## src/sv/pssu_pkg.sv

```systemverilog
// Shared types and constants for the parity-split sorted insert block.
package pssu_pkg;

    localparam int unsigned DEFAULT_LIST_DEPTH = 16;
    localparam int unsigned DEFAULT_VALUE_BITS = 8;

    localparam int unsigned CNT_W    = 5;
    localparam int unsigned STATUS_W = 2;

    localparam logic [CNT_W-1:0] LIMIT_RESET = 5'd10;

    typedef logic [CNT_W-1:0] cnt_t;

    typedef enum logic [STATUS_W-1:0] {
        STATUS_INSERTED  = 2'd0,
        STATUS_DUPLICATE = 2'd1,
        STATUS_FULL      = 2'd2
    } status_t;

    typedef enum logic [2:0] {
        ST_IDLE,
        ST_START,
        ST_WALK,
        ST_TAIL,
        ST_REPORT
    } state_t;

    // Commands from the controller to the datapath
    typedef struct packed {
        logic    load_item;
        logic    read_first;
        logic    walk;
        logic    tail;
        logic    load_result;
        status_t status;
    } cmd_t;

    // Status from the datapath to the controller
    typedef struct packed {
        logic full;
        logic empty;
        logic dup;
        logic last;
    } stat_t;

endpackage

```

## src/sv/pssu_ram.sv

```systemverilog
// Generic single-write, single-read RAM with registered read data.
module pssu_ram #(
    parameter int unsigned WIDTH = 8,
    parameter int unsigned DEPTH = 16,
    localparam int unsigned AW = (DEPTH > 1) ? $clog2(DEPTH) : 1
) (
    input  logic             clk,
    input  logic             we,
    input  logic [AW-1:0]    waddr,
    input  logic [WIDTH-1:0] wdata,
    input  logic             re,
    input  logic [AW-1:0]    raddr,
    output logic [WIDTH-1:0] rdata
);

    logic [WIDTH-1:0] mem [DEPTH];
    logic [WIDTH-1:0] rdata_reg;

    always_ff @(posedge clk)
    begin
        if (we)
        begin
            mem[waddr] <= wdata;
        end
        if (re)
        begin
            rdata_reg <= mem[raddr];
        end
    end

    assign rdata = rdata_reg;

endmodule

```

## src/sv/pssu_dp.sv

```systemverilog
// Datapath: list memories, counts, limit register, ripple insert and result registers.
module pssu_dp import pssu_pkg::*; #(
    parameter int unsigned LIST_DEPTH = DEFAULT_LIST_DEPTH,
    parameter int unsigned VALUE_BITS = DEFAULT_VALUE_BITS
) (
    input  logic                  clk,
    input  logic                  rst_n,
    input  logic                  cfg_we,
    input  logic [CNT_W-1:0]      cfg_limit,
    input  logic [VALUE_BITS-1:0] item_value,
    input  cmd_t                  cmd,
    output stat_t                 stat,
    output logic [STATUS_W-1:0]   res_status,
    output logic                  res_list,
    output logic [CNT_W-1:0]      res_count,
    output logic                  res_both_full
);

    localparam int unsigned IDX_W     = (LIST_DEPTH > 1) ? $clog2(LIST_DEPTH) : 1;
    localparam int unsigned DEPTH_CAP = (LIST_DEPTH > 31) ? 31 : LIST_DEPTH;
    localparam cnt_t        DEPTH_LIM = CNT_W'(DEPTH_CAP);

    cnt_t                  limit_reg;
    cnt_t                  even_cnt_reg, even_cnt_next;
    cnt_t                  odd_cnt_reg, odd_cnt_next;
    logic [VALUE_BITS-1:0] value_reg;
    logic                  sel_reg;
    logic [VALUE_BITS-1:0] carry_reg, carry_next;
    logic                  ripple_reg, ripple_next;
    cnt_t                  idx_reg, idx_next;

    status_t               res_status_reg;
    logic                  res_list_reg;
    cnt_t                  res_count_reg;
    logic                  res_both_reg;

    cnt_t                  eff_lim;
    cnt_t                  cnt_sel;
    cnt_t                  idx_inc;
    logic [VALUE_BITS-1:0] even_rd, odd_rd, rd_data;
    logic                  shift_wr;
    logic                  wr_en;
    logic [IDX_W-1:0]      wr_idx;
    logic                  rd_en;
    logic [IDX_W-1:0]      rd_idx;
    logic                  both_full;

    assign eff_lim   = (limit_reg > DEPTH_LIM) ? DEPTH_LIM : limit_reg;
    assign cnt_sel   = sel_reg ? odd_cnt_reg : even_cnt_reg;
    assign idx_inc   = idx_reg + CNT_W'(1);
    assign rd_data   = sel_reg ? odd_rd : even_rd;
    assign both_full = (even_cnt_reg >= eff_lim) && (odd_cnt_reg >= eff_lim);

    assign stat.full  = cnt_sel >= eff_lim;
    assign stat.empty = cnt_sel == '0;
    assign stat.dup   = !ripple_reg && (rd_data == value_reg);
    assign stat.last  = idx_inc == cnt_sel;

    // Once the insert point is passed, every entry below moves down one slot
    assign shift_wr = ripple_reg || (rd_data < value_reg);

    always_comb
    begin
        wr_en         = 1'b0;
        wr_idx        = IDX_W'(idx_reg);
        rd_en         = 1'b0;
        rd_idx        = IDX_W'(idx_inc);
        carry_next    = carry_reg;
        ripple_next   = ripple_reg;
        idx_next      = idx_reg;
        even_cnt_next = even_cnt_reg;
        odd_cnt_next  = odd_cnt_reg;

        if (cmd.load_item)
        begin
            carry_next  = item_value;
            ripple_next = 1'b0;
        end

        if (cmd.read_first)
        begin
            rd_en    = 1'b1;
            rd_idx   = '0;
            idx_next = '0;
        end

        if (cmd.walk)
        begin
            rd_en    = 1'b1;
            idx_next = idx_inc;
            if (shift_wr && !stat.dup)
            begin
                wr_en       = 1'b1;
                carry_next  = rd_data;
                ripple_next = 1'b1;
            end
        end

        if (cmd.tail)
        begin
            wr_en  = 1'b1;
            wr_idx = IDX_W'(cnt_sel);
            if (sel_reg)
            begin
                odd_cnt_next = odd_cnt_reg + CNT_W'(1);
            end
            else
            begin
                even_cnt_next = even_cnt_reg + CNT_W'(1);
            end
        end
    end

    pssu_ram #(
        .WIDTH (VALUE_BITS),
        .DEPTH (LIST_DEPTH)
    ) u_even_ram (
        .clk   (clk),
        .we    (wr_en && !sel_reg),
        .waddr (wr_idx),
        .wdata (carry_reg),
        .re    (rd_en && !sel_reg),
        .raddr (rd_idx),
        .rdata (even_rd)
    );

    pssu_ram #(
        .WIDTH (VALUE_BITS),
        .DEPTH (LIST_DEPTH)
    ) u_odd_ram (
        .clk   (clk),
        .we    (wr_en && sel_reg),
        .waddr (wr_idx),
        .wdata (carry_reg),
        .re    (rd_en && sel_reg),
        .raddr (rd_idx),
        .rdata (odd_rd)
    );

    always_ff @(posedge clk or negedge rst_n)
    begin
        if (!rst_n)
        begin
            limit_reg    <= LIMIT_RESET;
            even_cnt_reg <= '0;
            odd_cnt_reg  <= '0;
            ripple_reg   <= 1'b0;
            idx_reg      <= '0;
        end
        else
        begin
            if (cfg_we)
            begin
                limit_reg <= cfg_limit;
            end
            even_cnt_reg <= even_cnt_next;
            odd_cnt_reg  <= odd_cnt_next;
            ripple_reg   <= ripple_next;
            idx_reg      <= idx_next;
        end
    end

    always_ff @(posedge clk)
    begin
        carry_reg <= carry_next;
        if (cmd.load_item)
        begin
            value_reg <= item_value;
            sel_reg   <= item_value[0];
        end
        if (cmd.load_result)
        begin
            res_status_reg <= cmd.status;
            res_list_reg   <= sel_reg;
            res_count_reg  <= cnt_sel;
            res_both_reg   <= both_full;
        end
    end

    assign res_status    = res_status_reg;
    assign res_list      = res_list_reg;
    assign res_count     = res_count_reg;
    assign res_both_full = res_both_reg;

endmodule

```

## config.mk

```make
export PLATFORM = sky130hd
export DESIGN_NAME = pssu_dp
export DESIGN_NICKNAME = d
export VERILOG_FILES = /design/src/sv/pssu_pkg.sv /design/src/sv/pssu_ram.sv /design/src/sv/pssu_dp.sv
export SDC_FILE = /design/constraint.sdc
export NUM_CORES = 1
export LEC_CHECK = 0
export BUFFER_PORTS_ARGS = -buffer_cell sky130_fd_sc_hd__buf_2
export CAP_MARGIN = 15
export CORE_ASPECT_RATIO = 1.5
export CORE_MARGIN = 5
export CORE_UTILIZATION = 40
export DETAILED_ROUTE_END_ITERATION = 7
export SLEW_MARGIN = 20
export SYNTH_ARGS = -nofsm -noshare
export SYNTH_HDL_FRONTEND = slang
export SYNTH_HIERARCHICAL = 1
export SYNTH_SLANG_ARGS = --single-unit
```

## constraint.sdc

```tcl
create_clock -name clk -period 6.5 [get_ports clk]
set_input_delay 1.3 -clock clk [delete_from_list [all_inputs] [get_ports clk]]
set_output_delay 1.3 -clock clk [all_outputs]
set_load 0.02 [all_outputs]
```

==> reports/results.ini <==
[outcome]
status = finished, final reports clean

[cts]
cts_hold_buf = 0
clockBufferDepth = 3
clock-sinks = 318
cts_tree = yes
clk_pin_slew_worst_paths_ps = 70
cts_resized = 0
cts_root_buf = clkbuf_16
postCtsSetupBuffers = 0
htree_levels = 1
numCtsBuffers = 27
clkLatencyLatePin_ps = 560

[grt]
grt_pass1_wl_microns = 41700
grt_pass1_vias = 6852
grt_max_degree = 46
overflow = 0
antenna_found_initial = 0
track_usage_pct = 15.1

[yosys]
synth_cells = 683
syn_nets = 732
ys_ff_latch = 318
synth.distinct_cells = 47
ys_seq_area_share_pct = 71.7
yosysWarnings = 6
avgSynthCellArea_sq_um = 19.1
synth_edf_count = 289
netlist_area_sq_um = 13100
synthFlopType = edfxtp_1
ys_async_sr_fraction_pct = 6.60

[worst_hold_path]
hp-class = reg -> reg
hold_path_end = odd_cnt_reg[4]
hp-start = odd_cnt_reg[4]
whs_path_depth = 1

[route]
vias = 6434
antenna_left = 0
route.detailed.drc = 0
wire_per_inst_microns = 23.2
drt-vias-per-instance = 5.52
drt-total-wl_microns = 27000
drtIter0Drc = 395
first_pass_iters = 6

[timing]
setup_viol = 0
worst_hold_slack_ps = 515
rsz0062_at_grt = no
hold_violations = 0
timing.slew.headroom_pct = 27.1
min_period_ps = 4460
skew_ps = 16.0
tightest_slew_ps = 1080
setup_tns_ps = 0
period_share_pct = 68.7
setup_slack_ps = 2040
slew_violations = 0
fmax_ghz = 0.224

[worst_setup_path]
worst-path-max-fanout = 22
r2r_slack_ps = 2080
r2r_cells = 10
worstPathRequired_ps = 5200
crit_path_end_kind = output pin
reg2reg_from = value_reg[0]
r2r_end = u_odd_ram/mem[0][6]
worst_ep_arrival_time_ps = 3160
critPathLaunchType = flop
path_class = reg -> out

[layout]
area_growth_pct = 12.2
fin_area_sq_um = 14700
instances_no_fill = 1165
nFillCells = 2730
drive_gt1_share_pct = 22.8
top_regs = u_even_ram/mem: 128 flops, u_odd_ram/mem: 128 flops
fin_nets = 778
multi_input_area_sq_um = 3480
n_antenna_cell = 0
seqCellArea_sq_um = 9370
layout.core_utilization_pct = 45.2

[die]
start_util_pct = 40.3
die_width_microns = 158
die_area_sq_um = 36400
ios = 36
rows = 81
die_y_microns = 231
core_sq_um = 32400

[power]
ir_drop_mv = 0.172
p_per_area_nw_per_um2 = 364
total_power_mw = 5.33
p_leak_nw = 4.95

[placement]
routabilityCongestion = 0.788
post_dp_cell_area_sq_um = 13700
placed_cells = 1115
io_buffers = 35
dp_hpwl_microns = 17700
dp_worst_setup_slack_ps = 2100

[flow_run]
maxCapViolations = 0

[worst max-delay path by stage]
stage / from / end / cells past startpoint
floorplan: value_reg[0] / u_odd_ram/mem[0][0] / 10
global placement: value_reg[0] / u_odd_ram/mem[0][1] / 10
detailed placement: value_reg[0] / u_odd_ram/mem[0][1] / 10
CTS: value_reg[0] / stat[3] / 8
global route: value_reg[0] / u_odd_ram/mem[0][1] / 10
finish: value_reg[0] / stat[3] / 8
[per-layer routing]
layer | vias up | wire, microns | global-route usage [%]
met2 | 190 | 14100 | 26.4
met1 | 3346 | 10800 | 19.4
li1 | 2857 | - | -
met4 | 0 | 801 | 5.25
met3 | 41 | 1260 | 1.92
met5 | - | 0 | 0
[final cells by class]
type                            count  share of cell area, %
Timing Repair Buffer               43                   1.69
Inverter                           17                  0.435
Multi-Input combinational cell    322                   23.7
Clock inverter                     18                   1.78
Tap cell                          415                   3.54
Sequential cell                   318                   63.9
Clock buffer                       32                   4.88
[synth_stat cells (8+ instances only)]
cell type / count / area share (%)
a21oi_1: 11 / 0.42
a22oi_1: 32 / 1.8
dfrtp_1: 19 / 3.6
dfxtp_1: 8 / 1.2
edfxtp_1: 289 / 66
ha_1: 26 / 2.5
inv_1: 17 / 0.49
mux2_2: 21 / 1.8
mux4_1: 28 / 5.6
mux4_2: 36 / 6.2
nand2_1: 30 / 0.86
nor2_1: 39 / 1.1
nor3_1: 10 / 0.38
o21ai_0: 8 / 0.31
xnor2_1: 14 / 0.94
[critical path, stage by stage (launching register included)]
cell	delay (ps)
edfxtp_1	750
o21ai_0	590
inv_1	220
ha_1	330
nand2b_1	140
a21o_1	170
a21oi_1	130
o21ai_0	100
buf_2	170
[where the power goes]
group / internal, mW / switching (mW)
Combinational: 0.342 / 0.543
Sequential: 2.54 / 0.149
Clock: 1.03 / 0.726
[placed cells by master (no fill, tap or decap), types with 5 or more instances in the layout]
cell type / synthesis / final
mux2i_1: 7 / 7
mux2_4: 6 / 6
nand2_1: 30 / 30
nor2_1: 39 / 38
clkbuf_16: 0 / 27
nor2b_1: 7 / 6
edfxtp_1: 289 / 289
mux4_2: 36 / 36
buf_2: 7 / 35
xnor2_1: 14 / 14
dfrtp_1: 19 / 19
mux2_2: 21 / 21
nand3_1: 6 / 6
ha_1: 26 / 26
nor3_2: 0 / 6
buf_4: 2 / 7
dfxtp_1: 8 / 5
mux4_1: 28 / 28
a21oi_1: 11 / 9
bufinv_16: 0 / 6
nand4_1: 5 / 5
inv_1: 17 / 17
nand2b_1: 7 / 7
o21ai_0: 8 / 8
a22oi_1: 32 / 32
[cells by family (layout without fill, tap and decap cells)]
logic type | count (synthesis) | in the layout | synth area share [%]
flops | 318 | 318 | 71.7
simple gates | 117 | 117 | 4.33
mux | 98 | 98 | 14.9
compound gates | 65 | 65 | 3.44
buf+inv | 43 | 110 | 2.05
fa+ha+maj | 26 | 26 | 2.49
xor+xnor | 16 | 16 | 1.07
(Power assumes the default switching activity.)
