`src/sv/pssu_pkg.sv`:
```
// Shared types and constants for the parity-split sorted insert block.
package pssu_pkg;

    localparam int unsigned DEFAULT_LIST_DEPTH = 16;
    localparam int unsigned DEFAULT_VALUE_BITS = 8;

    localparam int unsigned CNT_W    = 5;
    localparam int unsigned STATUS_W = 2;

    localparam logic [CNT_W-1:0] LIMIT_RESET = 5'd10;

    typedef logic [CNT_W-1:0] cnt_t;

    typedef enum logic [STATUS_W-1:0] {
        STATUS_INSERTED  = 2'd0,
        STATUS_DUPLICATE = 2'd1,
        STATUS_FULL      = 2'd2
    } status_t;

    typedef enum logic [2:0] {
        ST_IDLE,
        ST_START,
        ST_WALK,
        ST_TAIL,
        ST_REPORT
    } state_t;

    // Commands from the controller to the datapath
    typedef struct packed {
        logic    load_item;
        logic    read_first;
        logic    walk;
        logic    tail;
        logic    load_result;
        status_t status;
    } cmd_t;

    // Status from the datapath to the controller
    typedef struct packed {
        logic full;
        logic empty;
        logic dup;
        logic last;
    } stat_t;

endpackage

```
`src/sv/pssu_ctrl.sv`:
```
// Controller: sequences full check, list walk, tail write and result hand-off.
module pssu_ctrl import pssu_pkg::*; (
    input  logic  clk,
    input  logic  rst_n,
    input  logic  item_valid,
    output logic  item_ready,
    output logic  result_valid,
    input  logic  result_ready,
    input  stat_t stat,
    output cmd_t  cmd
);

    state_t  state_reg, state_next;
    status_t st_reg, st_next;
    logic    out_valid_reg, out_valid_next;
    logic    slot_free;

    assign slot_free = !out_valid_reg || result_ready;

    always_ff @(posedge clk or negedge rst_n)
    begin
        if (!rst_n)
        begin
            state_reg     <= ST_IDLE;
            st_reg        <= STATUS_INSERTED;
            out_valid_reg <= 1'b0;
        end
        else
        begin
            state_reg     <= state_next;
            st_reg        <= st_next;
            out_valid_reg <= out_valid_next;
        end
    end

    // Next state
    always_comb
    begin
        state_next = state_reg;
        st_next    = st_reg;
        case (state_reg)
            ST_IDLE:
            begin
                if (item_valid)
                begin
                    state_next = ST_START;
                end
            end
            ST_START:
            begin
                if (stat.full)
                begin
                    st_next    = STATUS_FULL;
                    state_next = ST_REPORT;
                end
                else if (stat.empty)
                begin
                    state_next = ST_TAIL;
                end
                else
                begin
                    state_next = ST_WALK;
                end
            end
            ST_WALK:
            begin
                if (stat.dup)
                begin
                    st_next    = STATUS_DUPLICATE;
                    state_next = ST_REPORT;
                end
                else if (stat.last)
                begin
                    state_next = ST_TAIL;
                end
            end
            ST_TAIL:
            begin
                st_next    = STATUS_INSERTED;
                state_next = ST_REPORT;
            end
            ST_REPORT:
            begin
                if (slot_free)
                begin
                    state_next = ST_IDLE;
                end
            end
            default:
            begin
                state_next = ST_IDLE;
            end
        endcase
    end

    // Outputs
    always_comb
    begin
        cmd            = '0;
        cmd.status     = st_reg;
        item_ready     = 1'b0;
        case (state_reg)
            ST_IDLE:
            begin
                item_ready    = 1'b1;
                cmd.load_item = item_valid;
            end
            ST_START:
            begin
                cmd.read_first = !stat.full && !stat.empty;
            end
            ST_WALK:
            begin
                cmd.walk = 1'b1;
            end
            ST_TAIL:
            begin
                cmd.tail = 1'b1;
            end
            ST_REPORT:
            begin
                cmd.load_result = slot_free;
            end
            default:
            begin
                item_ready = 1'b0;
            end
        endcase

        if (cmd.load_result)
        begin
            out_valid_next = 1'b1;
        end
        else if (result_ready)
        begin
            out_valid_next = 1'b0;
        end
        else
        begin
            out_valid_next = out_valid_reg;
        end
    end

    assign result_valid = out_valid_reg;

endmodule

```
`config.mk`:
```
export PLATFORM = sky130hd
export DESIGN_NAME = pssu_ctrl
export DESIGN_NICKNAME = d
export VERILOG_FILES = /design/src/sv/pssu_pkg.sv /design/src/sv/pssu_ctrl.sv
export SDC_FILE = /design/constraint.sdc
export NUM_CORES = 1
export LEC_CHECK = 0
export BUFFER_PORTS_ARGS = -buffer_cell sky130_fd_sc_hd__buf_2
export CAP_MARGIN = 20
export CORE_UTILIZATION = 30
export CTS_CLUSTER_DIAMETER = 200
export DETAILED_ROUTE_END_ITERATION = 7
export HOLD_SLACK_MARGIN = 0.03
export PLACE_DENSITY_LB_ADDON = 0.08
export SYNTH_ARGS = -nofsm -noshare
export SYNTH_HDL_FRONTEND = slang
export SYNTH_SLANG_ARGS = --single-unit
```
`constraint.sdc`:
```
create_clock -name clk -period 2.1 [get_ports clk]
set_input_delay 0.315 -clock clk [delete_from_list [all_inputs] [get_ports clk]]
set_output_delay 0.315 -clock clk [all_outputs]
set_load 0.005 [all_outputs]
```
==> reports/summary.txt, run 1 <==
========================================================================================
Result of the run                                                           finished clean
Biggest area consumer among synthesized cells                               sky130_fd_sc_hd__dfrtp_1
Core ar.                                                                        1171 µm²
Startpoint types                                                               flip-flop
Proportion of power drawn by flip-flops and latches                                40.3%
Data required time at the worst endpoint                                         1.78 ns
Final wirelength                                                                  877 µm
Yosys Warn Count                                                                       0
Number of post-CTS setup repair buffers                                                0
Transition time at the pin with the least slew margin                          0.3805 ns
Number of flip-flops in the largest register                                           3
Most Used Layer, Global Route                                                       met2
Number of design rule violations left after detail routing                             0
NumNets Final                                                                         66
Number of DRC violations after detailed-routing iteration 0                            7
Maxcap violations                                                                      0
Placement row count                                                                   12
Number of vias in the routed layout                                                  350
Die boundary width                                                              38.36 µm
Max-Slew Margin vs Limit                                                          74.63%
Clock root buffer                                                           sky130_fd_sc_hd__clkbuf_4
Number of search-and-repair iterations in the first detailed-routing pass              2
Period utilisation layout                                                         82.61%
IO Pins                                                                               17
Global-route wire length before repair                                           1359 µm
Fraction of met3 tracks used by global routing                                    5.233%
Grt total ovfl                                                                         0
Gp weighted congestion                                                            0.7116
Number of antenna violations at the first check in global routing                      0
Met1 Usage GRT                                                                    17.27%
Data arrival, critical path                                                      1.42 ns
Final standard cell utilization of the core                                       42.31%
Mean routed wirelength per cell                                                 12.53 µm
Setup ws final                                                                 0.3652 ns
Non-filler instance count after layout                                                70
Setup Slack @ Placement                                                        0.6193 ns
Cells after Synth                                                                     40
Level count of the clock H-tree                                                        1
Clock power share                                                                  18.2%
Total power divided by cell area                                             1207 nW/µm²
Type of the setup path with the least slack                                 flip-flop to output pin
RSZ-0062 raised after global routing                                               false
Area of the mapped netlist                                                     396.6 µm²
I/O Buffers                                                                           16
Combinational Power Share                                                          41.4%
Int Power                                                                      0.3790 mW
CP Max Fanout                                                                         15
Max Root-Sink Buffers                                                                  2
Net switching power figure                                                     0.2190 mW
Die height                                                                      38.36 µm
Setup TNS                                                                           0 ns
Clock insertion delay at the later pin of the skew report                        0.24 ns
Net count after synthesis                                                             48
Placement Cell Area                                                            462.9 µm²
Via count of the first global-routing pass                                           329
Post-detailed-route via-to-cell ratio                                              5.000
Share of async-settable or async-resettable flops after synthesis                 100.0%
Maximum number of pins on one net before global-route repair                          16
Average footprint of a synthesized cell                                        9.916 µm²
Sink Count                                                                             6
Final setup violation count                                                            0
Worst-case clock skew                                                        0.001328 ns
TritonCTS clock tree                                                                done
Fraction of the yosys area taken by sequential cells                              37.85%
Number of antenna repair diodes                                                        0
Area growth syn-to-layout                                                         24.92%
Leakage dissipation                                                            0.2348 nW
Proportion of layout cells with a drive suffix above 1                            39.29%
Number of filler instances in the final layout                                       128
Number of different library cells in the post-synthesis netlist                       22
Most instantiated library cell after synthesis                              sky130_fd_sc_hd__dfrtp_1
Worst hold path class                                                       input pin to flip-flop
Achievable Freq                                                                576.5 MHz
Met2 usage in global routing                                                      21.61%
Final Hold Vio Count                                                                   0
Initial Util                                                                      33.87%
EDFF count, synth                                                                      0
CP endpoint kind                                                              output pin
Post-synth top area share                                                         37.85%
Synth top area cells                                                        sky130_fd_sc_hd__dfrtp_1, sky130_fd_sc_hd__or3b_1, sky130_fd_sc_hd__and4bb_2, sky130_fd_sc_hd__o21bai_1, sky130_fd_sc_hd__nand2b_1
Most frequent cells after synthesis                                         sky130_fd_sc_hd__dfrtp_1, sky130_fd_sc_hd__nor2_1, sky130_fd_sc_hd__nand2b_1, sky130_fd_sc_hd__o21bai_1, sky130_fd_sc_hd__or3b_1
Aggregate global-route resource usage                                             14.23%
Number of CTS-inserted buffers                                                         3
Pins over their slew limit                                                             0
Crit path time final                                                            1.735 ns
Cell area after layout                                                         495.5 µm²
Placed Cells incl. Taps                                                               66
Most common flop cell mapped by yosys                                       sky130_fd_sc_hd__dfrtp_1
Number of nets still failing antenna checks after routing                              0
DP HPWL                                                                         632.9 µm
Maximum vdd ir drop                                                          0.0004854 V
Post-cts resize count                                                                  0
Die Outline Area                                                                1471 µm²
Clock-pin slew of the registers on the worst-case setup and hold paths           0.05 ns
Count of state elements after synthesis                                                6
Sw Share                                                                          36.63%
========================================================================================
power groups by stage:
stage / registers, mW / clock network [mW] / logic, mW
final: 0.241 / 0.109 / 0.248
after global placement: 0.234 / 0 / 0.247
after floorplan: 0.192 / 0 / 0.240
after detailed placement: 0.244 / 0 / 0.248
after CTS: 0.243 / 0.113 / 0.253
after global routing: 0.255 / 0.116 / 0.275
layout make-up:
cell class / count / area [µm²] / share of cell area [%]
clock buffer: 3 / 22.52 / 4.545
inverter: 1 / 3.754 / 0.7576
sequential: 6 / 150.1 / 30.30
multi-input combinational: 29 / 211.5 / 42.68
timing repair buffer: 17 / 90.09 / 18.18
tap: 14 / 17.52 / 3.535
layout by cell type (no fill, tap or decap), types with 2 or more instances in the layout:
cell | synthesis | layout
sky130_fd_sc_hd__nor2_1 | 4 | 4
sky130_fd_sc_hd__dfrtp_1 | 6 | 6
sky130_fd_sc_hd__or3b_1 | 3 | 3
sky130_fd_sc_hd__clkbuf_4 | 0 | 3
sky130_fd_sc_hd__a211o_1 | 2 | 2
sky130_fd_sc_hd__nor2b_1 | 2 | 2
sky130_fd_sc_hd__and4bb_2 | 2 | 2
sky130_fd_sc_hd__o21bai_1 | 3 | 3
sky130_fd_sc_hd__nand2b_1 | 3 | 3
sky130_fd_sc_hd__buf_2 | 1 | 16
cell families after synthesis:
| kind of cell | after synthesis | synth area share, % |
|---|---|---|
| and+or+nand+nor | 21 | 37.54 |
| AOI/OAI and AO/OA | 8 | 15.77 |
| buffers and inverters | 5 | 8.829 |
| DFF | 6 | 37.85 |
what timing repair did:
item,in CTS,in global routing
endpoints found under the setup margin,0,0
hold buffers,1,0
hold endpoints to repair,6,0
metal layers:
layer | up-vias | share of wire [%]
li1 | 176 | -
met2 | 15 | 44
met5 | - | 0
met3 | 2 | 6.7
met1 | 157 | 47
met4 | 0 | 1.9
stage by stage:
stage	hold WS, ns	total power, mW
after global routing	0.3497	0.6465
after floorplan	0.01941	0.4321
after global placement	0.1496	0.4811
after CTS	0.3448	0.6090
after detailed placement	0.1544	0.4928
final	0.3460	0.5980
critical path, stage by stage (launching register included):
cell and delay (ns):
sky130_fd_sc_hd__dfrtp_1 0.51, sky130_fd_sc_hd__or3b_1 0.44, sky130_fd_sc_hd__nor2b_1 0.11, sky130_fd_sc_hd__buf_2 0.11
final timing paths:
kind / from / to / slack (ns) / depth (start not counted)
min in group asynchronous: rst_n / result_valid / 0.42 / 2
max reg2reg: state_reg[0] / state_reg[2] / 0.87 / 2
max in group asynchronous: rst_n / st_reg[1] / 1.53 / 2
min: stat[2] / state_reg[0] / 0.35 / 3
min reg2reg: st_reg[1] / st_reg[1] / 0.50 / 1
max: state_reg[0] / cmd[2] / 0.37 / 3
No activity file was read; power rests on OpenSTA's default activity.
==> inputs of run 2 (changes only) <==
Clock period 2.1 ns to 1.4 ns, I/O delays scaled along.
==> reports/summary.txt, run 2 (synthesis results as in run 1) <==
========================================================================================
WHS Endpoint                                                                result_valid
Min-delay src                                                               result_ready
Level count of the clock H-tree                                                        1   unchanged
Capture point of the worst reg-to-reg path                                     st_reg[0]
Die height                                                                      38.36 µm   unchanged
Mean routed wirelength per cell                                                 12.49 µm   -0.33%
Final Hold Vio Count                                                                   0   unchanged
Clock power share                                                                  14.7%   -3.5 points
Most common cell after layout, fill and taps aside                          sky130_fd_sc_hd__buf_2
DP HPWL                                                                         685.1 µm   +8.2%
Core ar.                                                                        1171 µm²   unchanged
Number of design rule violations left after detail routing                             0   unchanged
Area growth syn-to-layout                                                         44.16%
TritonCTS clock tree                                                                done
Via count of the first global-routing pass                                           359   +9.1%
Aggregate global-route resource usage                                             15.67%   +1.4 points
Final hold slack                                                               0.2526 ns   -0.09331 ns
Number of antenna repair diodes                                                        0   unchanged
Grt total ovfl                                                                         0   unchanged
Pins over their slew limit                                                             0   unchanged
Startpoint types                                                               flip-flop
Depth of the worst register-to-register path                                           4   +2
Clock insertion delay at the later pin of the skew report                        0.24 ns   about the same
Die Outline Area                                                                1471 µm²   unchanged
CP Max Fanout                                                                          3   -12
IO Pins                                                                               17   unchanged
Final wirelength                                                                  949 µm   +8.2%
Global-route wire length before repair                                           1497 µm   +10%
Sw Share                                                                          35.53%   -1.1 points
Post-detailed-route via-to-cell ratio                                              5.000   unchanged
NumNets Final                                                                         72   +9.1%
Worst hold path class                                                       input pin to flip-flop
Type of the setup path with the least slack                                 flip-flop to output pin
Proportion of power drawn by flip-flops and latches                                26.6%   -14 points
Crit Reg-Reg Startpoint                                                     state_reg[2]
Final standard cell utilization of the core                                       48.82%   +6.5 points
Total power divided by cell area                                             1891 nW/µm²   +57%
Die boundary width                                                              38.36 µm   unchanged
Number of vias in the routed layout                                                  380   +8.6%
Result of the run                                                           finished with violations
Combinational Power Share                                                          58.6%   +17 points
Number of DRC violations after detailed-routing iteration 0                            7   unchanged
Final setup violation count                                                            3   +3
I/O Buffers                                                                           16   unchanged
Maximum number of pins on one net before global-route repair                          12   -4
Data arrival, critical path                                                      1.26 ns   -0.16 ns
Number of flip-flops in the largest register                                           3   unchanged
Achievable Freq                                                                680.8 MHz
Placement row count                                                                   12   unchanged
Highest-count cells in the layout ignoring fill and taps                    sky130_fd_sc_hd__buf_2, sky130_fd_sc_hd__dfrtp_1, sky130_fd_sc_hd__buf_4, sky130_fd_sc_hd__nor2_1
Max-Slew Margin vs Limit                                                          81.40%   +6.8 points
Sink Count                                                                             6   unchanged
Crit path time final                                                            1.469 ns
Number of search-and-repair iterations in the first detailed-routing pass              2   unchanged
Worst-case clock skew                                                        0.001557 ns   +0.0002289 ns
Data required time at the worst endpoint                                         1.19 ns   -0.59 ns
Hold Path Depth                                                                        3   unchanged
Maximum vdd ir drop                                                          0.0008484 V   +75%
Initial Util                                                                      33.87%   unchanged
Maxcap violations                                                                      0   unchanged
Number of CTS-inserted buffers                                                         3   unchanged
Proportion of layout cells with a drive suffix above 1                            51.61%   +12 points
Flop2flop setup slack                                                            0.19 ns   -0.68 ns
RSZ-0062 raised after global routing                                                true
Clock root buffer                                                           sky130_fd_sc_hd__clkbuf_4
Number of nets still failing antenna checks after routing                              0   unchanged
Violated checks                                                             negative setup slack
Int Power                                                                      0.6970 mW   +84%
Net switching power figure                                                     0.3841 mW   +75%
Setup ws final                                                               -0.06877 ns   -0.4340 ns
Leakage dissipation                                                            0.2749 nW   +17%
CP endpoint kind                                                              output pin
Gp weighted congestion                                                            0.7279   +2.3%
Max Root-Sink Buffers                                                                  2   unchanged
Period utilisation layout                                                         104.9%
Clock-pin slew of the registers on the worst-case setup and hold paths           0.04 ns   about the same
Number of antenna violations at the first check in global routing                      0   unchanged
Transition time at the pin with the least slew margin                          0.2790 ns   -0.1015 ns
========================================================================================
[run 2: cell types whose count changed in the layout (fill, tap and decap cells not counted), sizes merged]
cell,change
buf,+6
[run 2: area by class of cell]
type | instances | area (µm²)
clock buffer | 3 | 22.52
tap | 14 | 17.52
multi-input combinational | 29 | 239.0
inverter | 1 | 3.754
timing repair buffer | 23 | 138.9
fill | 119 | 599.3
sequential | 6 | 150.1
[run 2: how the worst max path moves through the flow]
| stage | from | endpoint | slack, ns |
|---|---|---|---|
| finish | state_reg[0] | cmd[2] | -0.07 |
| global route | state_reg[0] | cmd[2] | -0.12 |
| CTS | state_reg[0] | cmd[2] | -0.08 |
| detailed placement | state_reg[0] | cmd[2] | 0.17 |
| global placement | state_reg[1] | cmd[2] | 0.21 |
| floorplan | state_reg[0] | cmd[2] | 0.20 |
[run 2: repair_timing]
action | CTS | global route
endpoints found under the hold margin | 6 | 0
hold buffers | 1 | 0
endpoints found under the setup margin | 3 | 5
pin swaps | 0 | 1
buffers inserted | 2 | 0
resized for setup | 5 | 1
[run 2: worst max-delay path, cell delays in order, from the launching register on]
cell and delay (ns):
sky130_fd_sc_hd__dfrtp_1 0.40, sky130_fd_sc_hd__or3b_4 0.39, sky130_fd_sc_hd__nor2b_1 0.11, sky130_fd_sc_hd__buf_2 0.11
[run 2: metal layers]
metal | track usage [%] | part of all wire [%] | vias up
met5 | 0 | 0 | -
met2 | 24.15 | 46 | 15
li1 | - | - | 191
met4 | 10.34 | 0.42 | 0
met3 | 5.233 | 5.9 | 2
met1 | 18.28 | 48 | 172
[run 2: power groups by stage]
stage                     clock network, mW  registers, mW  logic [mW]
after floorplan                           0          0.288       0.360
after global placement                    0          0.278       0.518
after detailed placement                  0          0.286       0.531
after CTS                             0.167          0.288       0.619
after global routing                  0.178          0.298       0.699
final                                 0.159          0.288       0.634
[run 2: metrics by stage]
step	worst slack, ns	instance area (µm²)	cells	power [mW]	TNS, ns
3_3_place_gp	0.2096	493.0	70	0.7958	0
2_1_floorplan	0.1960	396.6	40	0.6481	0
4_1_cts	-0.08297	564.3	76	1.075	-0.1435
3_5_place_dp	0.1691	493.0	70	0.8173	0
6_report	-0.06877	571.8	76	1.081	-0.1139
5_1_grt	-0.1211	571.8	76	1.174	-0.3639
